$ cat src/sv/assert_macros.svh
// Assertion macros used by the game-pad poll master engine.
`ifndef ASSERT_MACROS_SVH
`define ASSERT_MACROS_SVH

// Clocked assertion that is switched off while reset is asserted.
`define GSPM_ASSERT(label, clk, rst_n, prop, msg) \
  label: assert property (@(posedge clk) disable iff (!(rst_n)) (prop)) else $error(msg);

// Clocked assertion that also holds while reset is asserted.
`define GSPM_ASSERT_ALWAYS(label, clk, prop, msg) \
  label: assert property (@(posedge clk) (prop)) else $error(msg);

`endif

$ cat src/sv/gspm_pkg.sv
// Types, constants and the command byte table of the game-pad poll master.
`timescale 1ns / 1ps

package gspm_pkg;

  // Frame length for the long frame kinds, and the widest frame the counters support.
  localparam int unsigned FrameBytesDef = 9;
  localparam int unsigned ByteIdxW      = 4;
  localparam int unsigned ReportSlots   = 9;

  // Fixed bytes on the wire.
  localparam logic [7:0] ByteStart     = 8'h01;
  localparam logic [7:0] BytePoll      = 8'h42;
  localparam logic [7:0] ByteConfig    = 8'h43;
  localparam logic [7:0] ByteAnalog    = 8'h44;
  localparam logic [7:0] ByteVibMap    = 8'h4D;
  localparam logic [7:0] ByteFill      = 8'h5A;
  localparam logic [7:0] ByteZero      = 8'h00;
  localparam logic [7:0] ByteOne       = 8'h01;
  localparam logic [7:0] ModeRedAnalog = 8'h73;

  // Register reset values.
  localparam logic [7:0] HalfBitReset   = 8'd3;
  localparam logic [7:0] ByteGapReset   = 8'd16;
  localparam logic [7:0] FrameGapReset  = 8'd16;
  localparam logic       AnalogSelReset = 1'b1;
  localparam logic [7:0] LockByteReset  = 8'hEE;

  typedef enum logic [2:0] {
    CFG_HALF_BIT   = 3'd0,
    CFG_BYTE_GAP   = 3'd1,
    CFG_FRAME_GAP  = 3'd2,
    CFG_ANALOG_SEL = 3'd3,
    CFG_LOCK_BYTE  = 3'd4
  } cfg_idx_e;

  typedef enum logic [2:0] {
    KIND_POLL       = 3'd0,
    KIND_MODE_CHECK = 3'd1,
    KIND_VIBRATE    = 3'd2,
    KIND_SHORT_POLL = 3'd3,
    KIND_ENTER_CFG  = 3'd4,
    KIND_SET_ANALOG = 3'd5,
    KIND_VIB_ENABLE = 3'd6,
    KIND_EXIT_CFG   = 3'd7
  } kind_e;

  typedef enum logic [5:0] {
    PH_IDLE  = 6'b000001,
    PH_LEAD  = 6'b000010,
    PH_HIGH  = 6'b000100,
    PH_LOW   = 6'b001000,
    PH_BGAP  = 6'b010000,
    PH_TRAIL = 6'b100000
  } phase_e;

  typedef struct packed {
    logic [7:0] half_bit_ticks;
    logic [7:0] byte_gap_ticks;
    logic [7:0] frame_gap_ticks;
    logic       analog_select;
    logic [7:0] mode_lock_byte;
  } cfg_t;

  typedef struct packed {
    logic       start_req;
    logic [2:0] cmd;
    logic [7:0] motor_small;
    logic [7:0] motor_large;
    logic       data_in;
  } in_item_t;

  typedef struct packed {
    logic        select_n;
    logic        clock_out;
    logic        data_out;
    logic        busy_res;
    logic        done_res;
    logic [7:0]  mode_id;
    logic        red_mode;
    logic [15:0] buttons;
    logic [7:0]  stick_byte5;
    logic [7:0]  stick_byte6;
    logic [7:0]  stick_byte7;
    logic [7:0]  stick_byte8;
  } out_item_t;

  // Command byte sent at a given byte position of a frame kind.
  function automatic logic [7:0] cmd_byte(input kind_e kind, input logic [ByteIdxW-1:0] idx,
                                          input logic [7:0] motor_sm,
                                          input logic [7:0] motor_lg,
                                          input cfg_t cfg);
    logic [7:0] b;
    b = (kind == KIND_EXIT_CFG) ? ByteFill : ByteZero;
    unique case (idx)
      4'd0: b = ByteStart;
      4'd1: begin
        unique case (kind)
          KIND_ENTER_CFG, KIND_EXIT_CFG: b = ByteConfig;
          KIND_SET_ANALOG:               b = ByteAnalog;
          KIND_VIB_ENABLE:               b = ByteVibMap;
          default:                       b = BytePoll;
        endcase
      end
      4'd2: b = ByteZero;
      4'd3: begin
        unique case (kind)
          KIND_VIBRATE:    b = motor_sm;
          KIND_ENTER_CFG:  b = ByteOne;
          KIND_SET_ANALOG: b = {7'd0, cfg.analog_select};
          default:         b = ByteZero;
        endcase
      end
      4'd4: begin
        unique case (kind)
          KIND_VIBRATE:    b = motor_lg;
          KIND_SET_ANALOG: b = cfg.mode_lock_byte;
          KIND_VIB_ENABLE: b = ByteOne;
          KIND_EXIT_CFG:   b = ByteFill;
          default:         b = ByteZero;
        endcase
      end
      default: ;
    endcase
    return b;
  endfunction

endpackage

$ cat src/sv/gamepad_serial_poll_master_top.sv
// Top level of the game-pad serial poll master.
`timescale 1ns / 1ps

// Game-pad serial poll master. Every input transaction is one tick of the bit-banged
// link: it carries the sampled pad data line and, while the block is idle, an optional
// start request with the frame kind and the two motor bytes. Each accepted tick yields
// exactly one output transaction in the next cycle, showing chip select, clock and command
// data levels for that tick, the busy flag, a one-tick done flag and, on the done tick,
// the mode byte, red-mode flag, inverted button word and four stick bytes (all zero on
// other ticks). A tick is accepted in every cycle unless the output stalls: the sequencer,
// reply store and result logic are combinational over the registered state, so the rate is
// one tick per clock, limited only by the output register, which stalls the input only
// while a result waits and the output is stalled. All reply slots are cleared when a frame
// starts, and a read past the frame store reads zero. Configuration writes complete in the
// cycle they are presented and should be made only while no frame is running. Nothing needs
// a clearing pass after reset.
module gamepad_serial_poll_master_top #(
  parameter int unsigned FRAME_BYTES = gspm_pkg::FrameBytesDef
) (
  input  logic                clk_i,
  input  logic                rst_ni,
  input  logic                in_valid_i,
  output logic                in_stall_o,
  input  gspm_pkg::in_item_t  in_item_i,
  output logic                out_valid_o,
  input  logic                out_stall_i,
  output gspm_pkg::out_item_t out_item_o,
  input  logic                cfg_valid_i,
  output logic                cfg_ready_o,
  input  logic [2:0]          cfg_index_i,
  input  logic [7:0]          cfg_data_i
);
  import gspm_pkg::*;

  cfg_t      cfg;
  out_item_t result;
  out_item_t out_q;
  logic      out_valid_q, out_valid_d;
  logic      step;

  // The input is held back only when a finished result is still waiting downstream.
  assign in_stall_o  = out_valid_q && out_stall_i;
  assign step        = in_valid_i && !in_stall_o;
  assign out_valid_d = step || (out_valid_q && out_stall_i);

  gspm_cfg u_cfg (
    .clk_i       (clk_i),
    .rst_ni      (rst_ni),
    .cfg_valid_i (cfg_valid_i),
    .cfg_ready_o (cfg_ready_o),
    .cfg_index_i (cfg_index_i),
    .cfg_data_i  (cfg_data_i),
    .cfg_o       (cfg)
  );

  gspm_engine #(
    .FRAME_BYTES (FRAME_BYTES)
  ) u_engine (
    .clk_i    (clk_i),
    .rst_ni   (rst_ni),
    .step_i   (step),
    .item_i   (in_item_i),
    .cfg_i    (cfg),
    .result_o (result)
  );

  always_ff @(posedge clk_i or negedge rst_ni) begin
    if (!rst_ni) begin
      out_valid_q <= 1'b0;
    end else begin
      out_valid_q <= out_valid_d;
    end
  end

  // Result payload needs no reset; it is only looked at while valid.
  always_ff @(posedge clk_i) begin
    if (step) begin
      out_q <= result;
    end
  end

  assign out_valid_o = out_valid_q;
  assign out_item_o  = out_q;

endmodule

$ cat src/sv/gspm_cfg.sv
// Configuration register file of the game-pad poll master.
`timescale 1ns / 1ps

module gspm_cfg (
  input  logic             clk_i,
  input  logic             rst_ni,
  input  logic             cfg_valid_i,
  output logic             cfg_ready_o,
  input  logic [2:0]       cfg_index_i,
  input  logic [7:0]       cfg_data_i,
  output gspm_pkg::cfg_t   cfg_o
);
  import gspm_pkg::*;

  cfg_t cfg_q, cfg_d;

  // Writes are always taken; the register file never holds off a write.
  assign cfg_ready_o = 1'b1;

  always_comb begin
    cfg_d = cfg_q;
    if (cfg_valid_i) begin
      unique case (cfg_index_i)
        CFG_HALF_BIT:   cfg_d.half_bit_ticks  = cfg_data_i;
        CFG_BYTE_GAP:   cfg_d.byte_gap_ticks  = cfg_data_i;
        CFG_FRAME_GAP:  cfg_d.frame_gap_ticks = cfg_data_i;
        CFG_ANALOG_SEL: cfg_d.analog_select   = cfg_data_i[0];
        CFG_LOCK_BYTE:  cfg_d.mode_lock_byte  = cfg_data_i;
        default: ;
      endcase
    end
  end

  always_ff @(posedge clk_i or negedge rst_ni) begin
    if (!rst_ni) begin
      cfg_q.half_bit_ticks  <= HalfBitReset;
      cfg_q.byte_gap_ticks  <= ByteGapReset;
      cfg_q.frame_gap_ticks <= FrameGapReset;
      cfg_q.analog_select   <= AnalogSelReset;
      cfg_q.mode_lock_byte  <= LockByteReset;
    end else begin
      cfg_q <= cfg_d;
    end
  end

  assign cfg_o = cfg_q;

endmodule

$ cat src/sv/gspm_engine.sv
// Frame sequencer, reply store and per-tick result logic of the game-pad poll master.
`timescale 1ns / 1ps

module gspm_engine #(
  parameter int unsigned FRAME_BYTES = gspm_pkg::FrameBytesDef
) (
  input  logic                clk_i,
  input  logic                rst_ni,
  input  logic                step_i,
  input  gspm_pkg::in_item_t  item_i,
  input  gspm_pkg::cfg_t      cfg_i,
  output gspm_pkg::out_item_t result_o
);
  import gspm_pkg::*;

  `include "assert_macros.svh"

  localparam int unsigned IdxW = (FRAME_BYTES > 1) ? $clog2(FRAME_BYTES) : 1;
  localparam int unsigned LenW = ByteIdxW + 1;

  phase_e                phase_q, phase_d;
  logic [7:0]            tick_q, tick_d;
  logic [2:0]            bit_q, bit_d;
  logic [ByteIdxW-1:0]   byte_q, byte_d;
  kind_e                 kind_q, kind_d;
  logic [7:0]            small_q, small_d;
  logic [7:0]            large_q, large_d;
  logic [7:0]            reply_q [FRAME_BYTES];
  logic [7:0]            reply_d [FRAME_BYTES];
  logic                  done;

  logic [7:0]            half;
  logic [7:0]            tick_inc;
  logic [ByteIdxW-1:0]   byte_nxt;
  logic [LenW-1:0]       frame_len;
  logic                  frame_over;
  logic [7:0]            slot [ReportSlots];
  logic [7:0]            tx_byte;
  logic                  in_frame;
  logic                  in_bit;

  assign half     = (cfg_i.half_bit_ticks == 8'd0) ? 8'd1 : cfg_i.half_bit_ticks;
  assign tick_inc = tick_q + 8'd1;
  assign byte_nxt = byte_q + ByteIdxW'(1);

  always_comb begin
    unique case (kind_q)
      KIND_MODE_CHECK:                  frame_len = LenW'(2);
      KIND_SHORT_POLL, KIND_VIB_ENABLE: frame_len = LenW'(5);
      default:                          frame_len = LenW'(FRAME_BYTES);
    endcase
  end

  // The byte counter wraps to zero on the longest frames, which also ends the frame.
  assign frame_over = ({1'b0, byte_nxt} >= frame_len) || (byte_nxt == '0);

  always_comb begin
    phase_d = phase_q;
    tick_d  = tick_q;
    bit_d   = bit_q;
    byte_d  = byte_q;
    kind_d  = kind_q;
    small_d = small_q;
    large_d = large_q;
    reply_d = reply_q;
    done    = 1'b0;
    if (step_i) begin
      unique case (phase_q)
        PH_IDLE: begin
          if (item_i.start_req) begin
            kind_d  = kind_e'(item_i.cmd);
            small_d = item_i.motor_small;
            large_d = item_i.motor_large;
            for (int k = 0; k < FRAME_BYTES; k++) begin
              reply_d[k] = 8'd0;
            end
            byte_d  = '0;
            bit_d   = 3'd0;
            tick_d  = 8'd0;
            phase_d = (cfg_i.frame_gap_ticks != 8'd0) ? PH_LEAD : PH_HIGH;
          end
        end
        PH_LEAD: begin
          tick_d = tick_inc;
          if (tick_inc >= cfg_i.frame_gap_ticks) begin
            phase_d = PH_HIGH;
            tick_d  = 8'd0;
          end
        end
        PH_HIGH: begin
          tick_d = tick_inc;
          if (tick_inc >= half) begin
            phase_d = PH_LOW;
            tick_d  = 8'd0;
          end
        end
        PH_LOW: begin
          tick_d = tick_inc;
          if (tick_inc >= half) begin
            tick_d = 8'd0;
            if (item_i.data_in && ({1'b0, byte_q} < LenW'(FRAME_BYTES))) begin
              reply_d[byte_q[IdxW-1:0]][bit_q] = 1'b1;
            end
            if (bit_q == 3'd7) begin
              if (cfg_i.byte_gap_ticks != 8'd0) begin
                phase_d = PH_BGAP;
              end else begin
                byte_d = byte_nxt;
                bit_d  = 3'd0;
                if (frame_over) begin
                  if (cfg_i.frame_gap_ticks != 8'd0) begin
                    phase_d = PH_TRAIL;
                  end else begin
                    phase_d = PH_IDLE;
                    done    = 1'b1;
                  end
                end else begin
                  phase_d = PH_HIGH;
                end
              end
            end else begin
              bit_d   = bit_q + 3'd1;
              phase_d = PH_HIGH;
            end
          end
        end
        PH_BGAP: begin
          tick_d = tick_inc;
          if (tick_inc >= cfg_i.byte_gap_ticks) begin
            tick_d = 8'd0;
            byte_d = byte_nxt;
            bit_d  = 3'd0;
            if (frame_over) begin
              if (cfg_i.frame_gap_ticks != 8'd0) begin
                phase_d = PH_TRAIL;
              end else begin
                phase_d = PH_IDLE;
                done    = 1'b1;
              end
            end else begin
              phase_d = PH_HIGH;
            end
          end
        end
        PH_TRAIL: begin
          tick_d = tick_inc;
          if (tick_inc >= cfg_i.frame_gap_ticks) begin
            phase_d = PH_IDLE;
            tick_d  = 8'd0;
            done    = 1'b1;
          end
        end
        default: begin
          phase_d = PH_IDLE;
          tick_d  = 8'd0;
        end
      endcase
    end
  end

  always_ff @(posedge clk_i or negedge rst_ni) begin
    if (!rst_ni) begin
      phase_q <= PH_IDLE;
      tick_q  <= 8'd0;
      bit_q   <= 3'd0;
      byte_q  <= '0;
      kind_q  <= KIND_POLL;
      small_q <= 8'd0;
      large_q <= 8'd0;
      for (int k = 0; k < FRAME_BYTES; k++) begin
        reply_q[k] <= 8'd0;
      end
    end else begin
      phase_q <= phase_d;
      tick_q  <= tick_d;
      bit_q   <= bit_d;
      byte_q  <= byte_d;
      kind_q  <= kind_d;
      small_q <= small_d;
      large_q <= large_d;
      reply_q <= reply_d;
    end
  end

  // Report slots past the end of the store read as zero.
  for (genvar k = 0; k < ReportSlots; k++) begin : g_slot
    if (k < FRAME_BYTES) begin : g_real
      assign slot[k] = reply_d[k];
    end else begin : g_none
      assign slot[k] = 8'd0;
    end
  end

  assign tx_byte  = cmd_byte(kind_d, byte_d, small_d, large_d, cfg_i);
  assign in_bit   = (phase_d == PH_HIGH) || (phase_d == PH_LOW);
  assign in_frame = in_bit || (phase_d == PH_LEAD) || (phase_d == PH_BGAP);

  always_comb begin
    result_o           = '0;
    result_o.select_n  = !in_frame;
    result_o.clock_out = (phase_d != PH_LOW);
    result_o.data_out  = in_bit && tx_byte[bit_d];
    result_o.busy_res  = (phase_d != PH_IDLE);
    result_o.done_res  = done;
    if (done) begin
      result_o.mode_id     = slot[1];
      result_o.red_mode    = (slot[1] == ModeRedAnalog);
      result_o.buttons     = ~{slot[4], slot[3]};
      result_o.stick_byte5 = slot[5];
      result_o.stick_byte6 = slot[6];
      result_o.stick_byte7 = slot[7];
      result_o.stick_byte8 = slot[8];
    end
  end

  `GSPM_ASSERT(a_hold_without_step, clk_i, rst_ni,
    !step_i |=> $stable(phase_q) && $stable(tick_q) && $stable(byte_q),
    "sequencer state moved without an accepted tick")
  `GSPM_ASSERT(a_idle_stays_idle, clk_i, rst_ni,
    step_i && (phase_q == PH_IDLE) && !item_i.start_req |=> (phase_q == PH_IDLE),
    "frame started without a start request")
  `GSPM_ASSERT(a_idle_bit_clear, clk_i, rst_ni,
    (phase_q == PH_IDLE) |-> (bit_q == 3'd0),
    "bit counter not cleared while idle")
  `GSPM_ASSERT(a_done_ends_frame, clk_i, rst_ni,
    step_i && done |=> (phase_q == PH_IDLE),
    "frame reported done but sequencer not idle")

endmodule
$ cat config.mk
export PLATFORM = sky130hd
export DESIGN_NAME = gamepad_serial_poll_master_top
export DESIGN_NICKNAME = d
export VERILOG_FILES = /design/src/sv/gspm_pkg.sv /design/src/sv/gamepad_serial_poll_master_top.sv /design/src/sv/gspm_cfg.sv /design/src/sv/gspm_engine.sv
export VERILOG_INCLUDE_DIRS = /design/src /design/src/sv
export SDC_FILE = /design/constraint.sdc
export NUM_CORES = 1
export LEC_CHECK = 0
export ABC_AREA = 1
export BUFFER_PORTS_ARGS = -buffer_cell sky130_fd_sc_hd__buf_2
export CAP_MARGIN = 5
export CORE_ASPECT_RATIO = 0.8
export CORE_MARGIN = 1.5
export CORE_UTILIZATION = 46
export DETAILED_ROUTE_END_ITERATION = 12
export HOLD_SLACK_MARGIN = 0.15
export PLACE_DENSITY = 0.73
export SYNTH_ARGS = -nofsm -noshare
export SYNTH_HDL_FRONTEND = slang
export SYNTH_SLANG_ARGS = --single-unit
$ cat constraint.sdc
create_clock -name clk_i -period 3.55 [get_ports clk_i]
set_clock_uncertainty 0.05 [all_clocks]
set_input_delay 0 -clock clk_i [delete_from_list [all_inputs] [get_ports clk_i]]
set_output_delay 0 -clock clk_i [all_outputs]
set_load 0.02 [all_outputs]
## Yosys cells after proc, flatten, opt, wreduce, memory -nomap -nowiden

Index checks and enable logic that the tools add are counted.

- Flip-flop bits (word level): 208
- Input port bits: 37
- Output and inout bits: 65
- Word-level logic and storage cells: 182

- Add/subtract/negate cells: 3
- $lt $le $gt $ge: 10
- Equal/unequal tests: 33
- Mux-type cells: 68
- Bitwise operators: 3
- Reduce and logical (&&, ||, !) cells: 31

Operator list:

| kind | count |
|---|---|
| 72-bit two-way mux | 3 |
| 72-bit one-hot mux with 2 select lines | 1 |
| 8-bit two-way mux | 12 |
| 72-bit OR | 1 |
| 6-bit two-way mux | 11 |
| 64-bit two-way mux | 1 |
| 8-bit one-hot mux with 4 select lines | 2 |
| 8-bit one-hot mux with 5 select lines | 1 |
| 6-bit one-hot mux with 6 select lines | 1 |
| 8-bit demux with 4-bit select | 1 |
| 3-bit two-way mux | 10 |
| 8-bit greater-or-equal comparator | 3 |
| 4-bit two-way mux | 6 |
| 4-bit one-hot mux with 3 select lines | 2 |
| 8-bit one-hot mux with 3 select lines | 1 |
| 3-bit == test, second input constant | 7 |
| 16-bit inverter | 1 |
| 8-bit nonzero test | 2 |
| 3-bit by 2-bit == test with 1-bit output, second input constant | 4 |
| 6-bit by 2-bit == test with 1-bit output, second input constant | 2 |
| 6-bit by 3-bit == test with 1-bit output, second input constant | 2 |
| 6-bit by 4-bit == test with 1-bit output, second input constant | 2 |
| 6-bit by 5-bit == test with 1-bit output, second input constant | 2 |
| 2-bit AND reduction | 6 |
| 37 further kinds | 64 |

## Longest topological paths before layout

- Depth in word-level cells: 16
- Mapped depth: 28

## Hierarchy

From an unflattened synthesis, not the netlist that was laid out.

- Cells, all modules: 1104
- Area, all modules: 9651.8 um2

By module, submodules not included:

| module | instances | cells each | area an instance (um2) | seq. area each (um2) |
|---|---|---|---|---|
| gspm_engine | 1 | 882 | 6341.1 | 2403.6 |
| gamepad_serial_poll_master_top | 1 | 68 | 1906.8 | 1886.8 |
| gspm_cfg | 1 | 154 | 1403.8 | 839.6 |

## Worst setup path before layout

No wires, ideal clock.

- Kind: register -> register
- Start: register out_valid_q, in the netlist out_valid_o
- End: register out_q, in the netlist out_item_o[33], data pin
- Setup time: 0.265 ns
- Arrival: 3.572 ns
- Setup slack: -0.337 ns
- Cell stages (with the launch flop): 9
- Path buffers: 2
- Period minus slack after synthesis: 3.887 ns
- Cells stage by stage: dfrtp_1 -> nand2_1 -> inv_2 -> nor2_2 -> clkbuf_1 -> buf_1 -> o21ai_0 -> o21ai_0 -> nor2_1

RTL lines:

| what | RTL line | RTL |
|---|---|---|
| from (decl) | gamepad_serial_poll_master_top.sv:38 | `logic out_valid_q, out_valid_d;` |
| from (signal assigned) | gamepad_serial_poll_master_top.sv:71 | `out_valid_q <= out_valid_d;` |
| to (signal assigned) | gamepad_serial_poll_master_top.sv:78 | `out_q <= result;` |
| to (decl) | gamepad_serial_poll_master_top.sv:37 | `out_item_t out_q;` |

==> results.md <==
* Status: completed
* Pwr Density at 521 nW/µm²
* Largest cells by area after synthesis: dfrtp_1 30%, edfxtp_1 19%, nand2_1 8.4%
* Port buffer count at 100
* Internal Power at 4.10 mW
* RSZ-0062 raised after global routing: true
* Final antenna-violating net count at 0
* Area Overhead vs Synth at 23.2%
* DR pass1 iterations at 6
* HPWL after detailed placement at 16000 µm
* Residual DRC count at 0
* P_leak at 5.56 nW
* Logic gate share of total power at 26.9%
* TritonCTS clock tree: yes
* Max_cap viols at 0
* Data required time of the critical path at 3.71 ns
* Chip height at 133 µm
* Most common cell in the netlist: nand2_1
* Final number of setup-violating endpoints at 0
* DR WL/cell at 15.2 µm
* Pin count of the biggest net entering global routing at 72
* # diodes at 0
* Final instance area at 12000 µm²
* Power share of the clock group at 29.4%
* Initial antenna violation count at 0
* Util after Layout at 57.7%
* Share of the synthesized area in the top cell type at 30.4%
* P_sw at 2.13 mW
* WL final at 23800 µm
* CP most frequent cell: nand2_1
* Synth Flop Type: dfrtp_1
* Proportion of layout cells with a drive suffix above 1 at 21.7%
* Ys async rst share at 67.7%
* CP Launch Type: register
* Max Slew Vio Count at 0
* Overall Power at 6.23 mW
* Via density at 5.20
* Netlist cell types at 52
* HP Class: primary input to asynchronous set/reset pin
* Global-route wire length before repair at 38100 µm
* CP endpoint kind: register
* Clock-pin slew on the worst setup and hold paths at 0.08 ns
* RePlAce Congestion at 0.903
* Total track usage at 22.0%
* CORE AREA at 20700 µm²
* Switching Share at 34.2%
* Max Clk Rate at 292 MHz
* Syn Nets at 1179
* Max clock buf depth at 2
* Vias in the first global route at 7789
* Final hold vios at 0
* Die X at 165 µm
* DR vias at 8112
* TritonCTS Buffers at 17
* Post-Syn Instances at 1106
* CP peak stage delay at 0.38 ns
* Sink Count at 192
* Ys Warns at 0
* Clk root buf: clkbuf_16
* Cell Count Post-Placement at 1471
* Initial core utilization at 46.9%
* Slowest CP cell: dfrtp_1
* Maximum VDD drop at 0.290 mV
* Post-synth top cells: 217 x nand2_1, 204 x inv_1, 118 x dfrtp_1, 114 x nor2_1, 72 x o21ai_0
* Flop pwr share at 43.7%
* Fin nets at 1351
* Syn Area/Cell at 8.77 µm²
* WP data arrival at 3.59 ns
* Slew headroom at 45.8%
* Boundary Pins at 102
* Worst-Margin Slew at 0.812 ns
* CP Class: register to register
* Row cnt at 47
* Fin crit period at 3.43 ns
* Final period util at 96.6%
* Mapped Area at 9700 µm²
* Flops & latches, synth at 192
* Number of flops mapped to enable cells by yosys at 62
* Clk_lat worst skew at 0.45 ns
* Post-Layout Cell Count at 1560
* CTS H-Tree Depth at 4
* Crit-path leading delay family: simple AND/OR/NAND/NOR gates
* Die area at 22000 µm²
* Initial DRC count at 835
* Max FO, Critical Path at 5
* Worst Path Buf+Inv at 4
* Hold slack at 0.138 ns
* Cell taking the most area after synthesis: dfrtp_1
* Grt ovf at 0
* Register area share after synthesis at 52.9%
* DP Area at 10600 µm²
==> final cells by class <==
type,instances,area [µm²]
clock buffer,18,429
fill,1776,8750
inverter,212,803
tap,269,337
multi-input combinational,675,3870
timing repair buffer,180,1250
sequential,192,5130
clock inverter,14,128
==> layout by cell type, fill, tap and decap left out, types with 4 or more instances in the layout <==
master	synthesis	final
a21oi_1	18	17
buf_2	11	99
buf_4	4	31
buf_6	2	4
clkbuf_16	0	17
dfrtp_1	118	118
dfstp_2	12	12
dlygate4sd3_1	0	44
edfxtp_1	62	62
ha_1	36	32
inv_1	204	197
inv_2	7	12
nand2_1	217	203
nand2_2	9	17
nand2_4	4	10
nand3_1	64	54
nand3_2	2	12
nand4_1	13	13
nor2_1	114	111
nor2_2	5	8
nor2_4	8	10
nor3_1	17	15
o2111ai_1	6	6
o21a_1	5	5
o21ai_0	72	70
o22ai_1	30	27
o31ai_1	7	7
or2_2	6	6
xor2_1	9	8
==> flip-flops by register name, indices dropped and copies added, names as in the netlist <==
register and count:
u_engine.bit_q 3, u_engine.phase_q 6, u_engine.byte_q 4, out_item_o 62, u_engine.small_q 8, u_engine.kind_q 3
u_engine.large_q 8, u_engine.tick_q 8, u_cfg.cfg_o 33, out_valid_o 1, u_engine.reply_q 56
==> routing by layer <==
metal	up-vias	track usage, %	share of wire [%]
met2	298	33.1	45
li1	3932	-	-
met1	3840	31.9	47
met5	-	0	0
met3	42	4.89	6.9
met4	0	6.75	1.8
==> what timing repair did <==
item	4_1_cts	5_1_grt
setup buffers	0	11
endpoints found under the hold margin	127	0
hold buffers	44	0
pin swaps	0	40
gates resized for setup	2	61
endpoints found under the setup margin	1	30
gates cloned	0	2
==> logic make-up (layout without fill, tap and decap cells) <==
| family | after synthesis | in the layout | share of synthesized area [%] |
|---|---|---|---|
| AND/OR/NAND/NOR | 470 | 472 | 21.9 |
| adder cells (fa/ha/maj) | 36 | 36 | 4.64 |
| AO/OA/AOI/OAI | 156 | 156 | 9.78 |
| flip-flops | 192 | 192 | 52.9 |
| multiplexers | 1 | 1 | 0.103 |
| buffers and inverters | 241 | 424 | 9.80 |
| XOR/XNOR | 9 | 9 | 0.813 |
| other | 1 | 1 | 0.0387 |
==> final timing paths <==
path | from | end | slack (ns) | depth (start not counted)
setup / recovery | u_engine.tick_q[1] | out_item_o[59] | 0.12 | 28
hold / removal | rst_ni | out_valid_o | 0.14 | 2
setup reg to reg | u_engine.tick_q[1] | out_item_o[59] | 0.12 | 28
hold reg to reg | u_engine.reply_q[9] | u_engine.reply_q[9] | 0.43 | 2
max in group asynchronous | rst_ni | u_engine.reply_q[19] | 2.46 | 3
min in group clk_i | in_item_i[5] | u_engine.large_q[4] | 0.28 | 4
==> through the flow <==
stage | TNS, ns | setup WS, ns
after floorplan | 0 | 0.261
after global placement | 0 | 0.109
after detailed placement | -0.0850 | -0.0850
after CTS | 0 | 0.0397
after global routing | -0.333 | -0.111
final | 0 | 0.120
==> power groups by stage <==
| stage | clock (mW) | combinational, mW | sequential [mW] |
|---|---|---|---|
| 2_1_floorplan | 0 | 1.05 | 2.77 |
| 6_report | 1.83 | 1.67 | 2.72 |
| 3_3_place_gp | 0 | 1.44 | 2.75 |
| 4_1_cts | 1.85 | 1.54 | 2.72 |
| 3_5_place_dp | 0 | 1.48 | 2.76 |
| 5_1_grt | 1.93 | 1.89 | 2.75 |
Note: power is estimated with default switching activity, not from simulation.
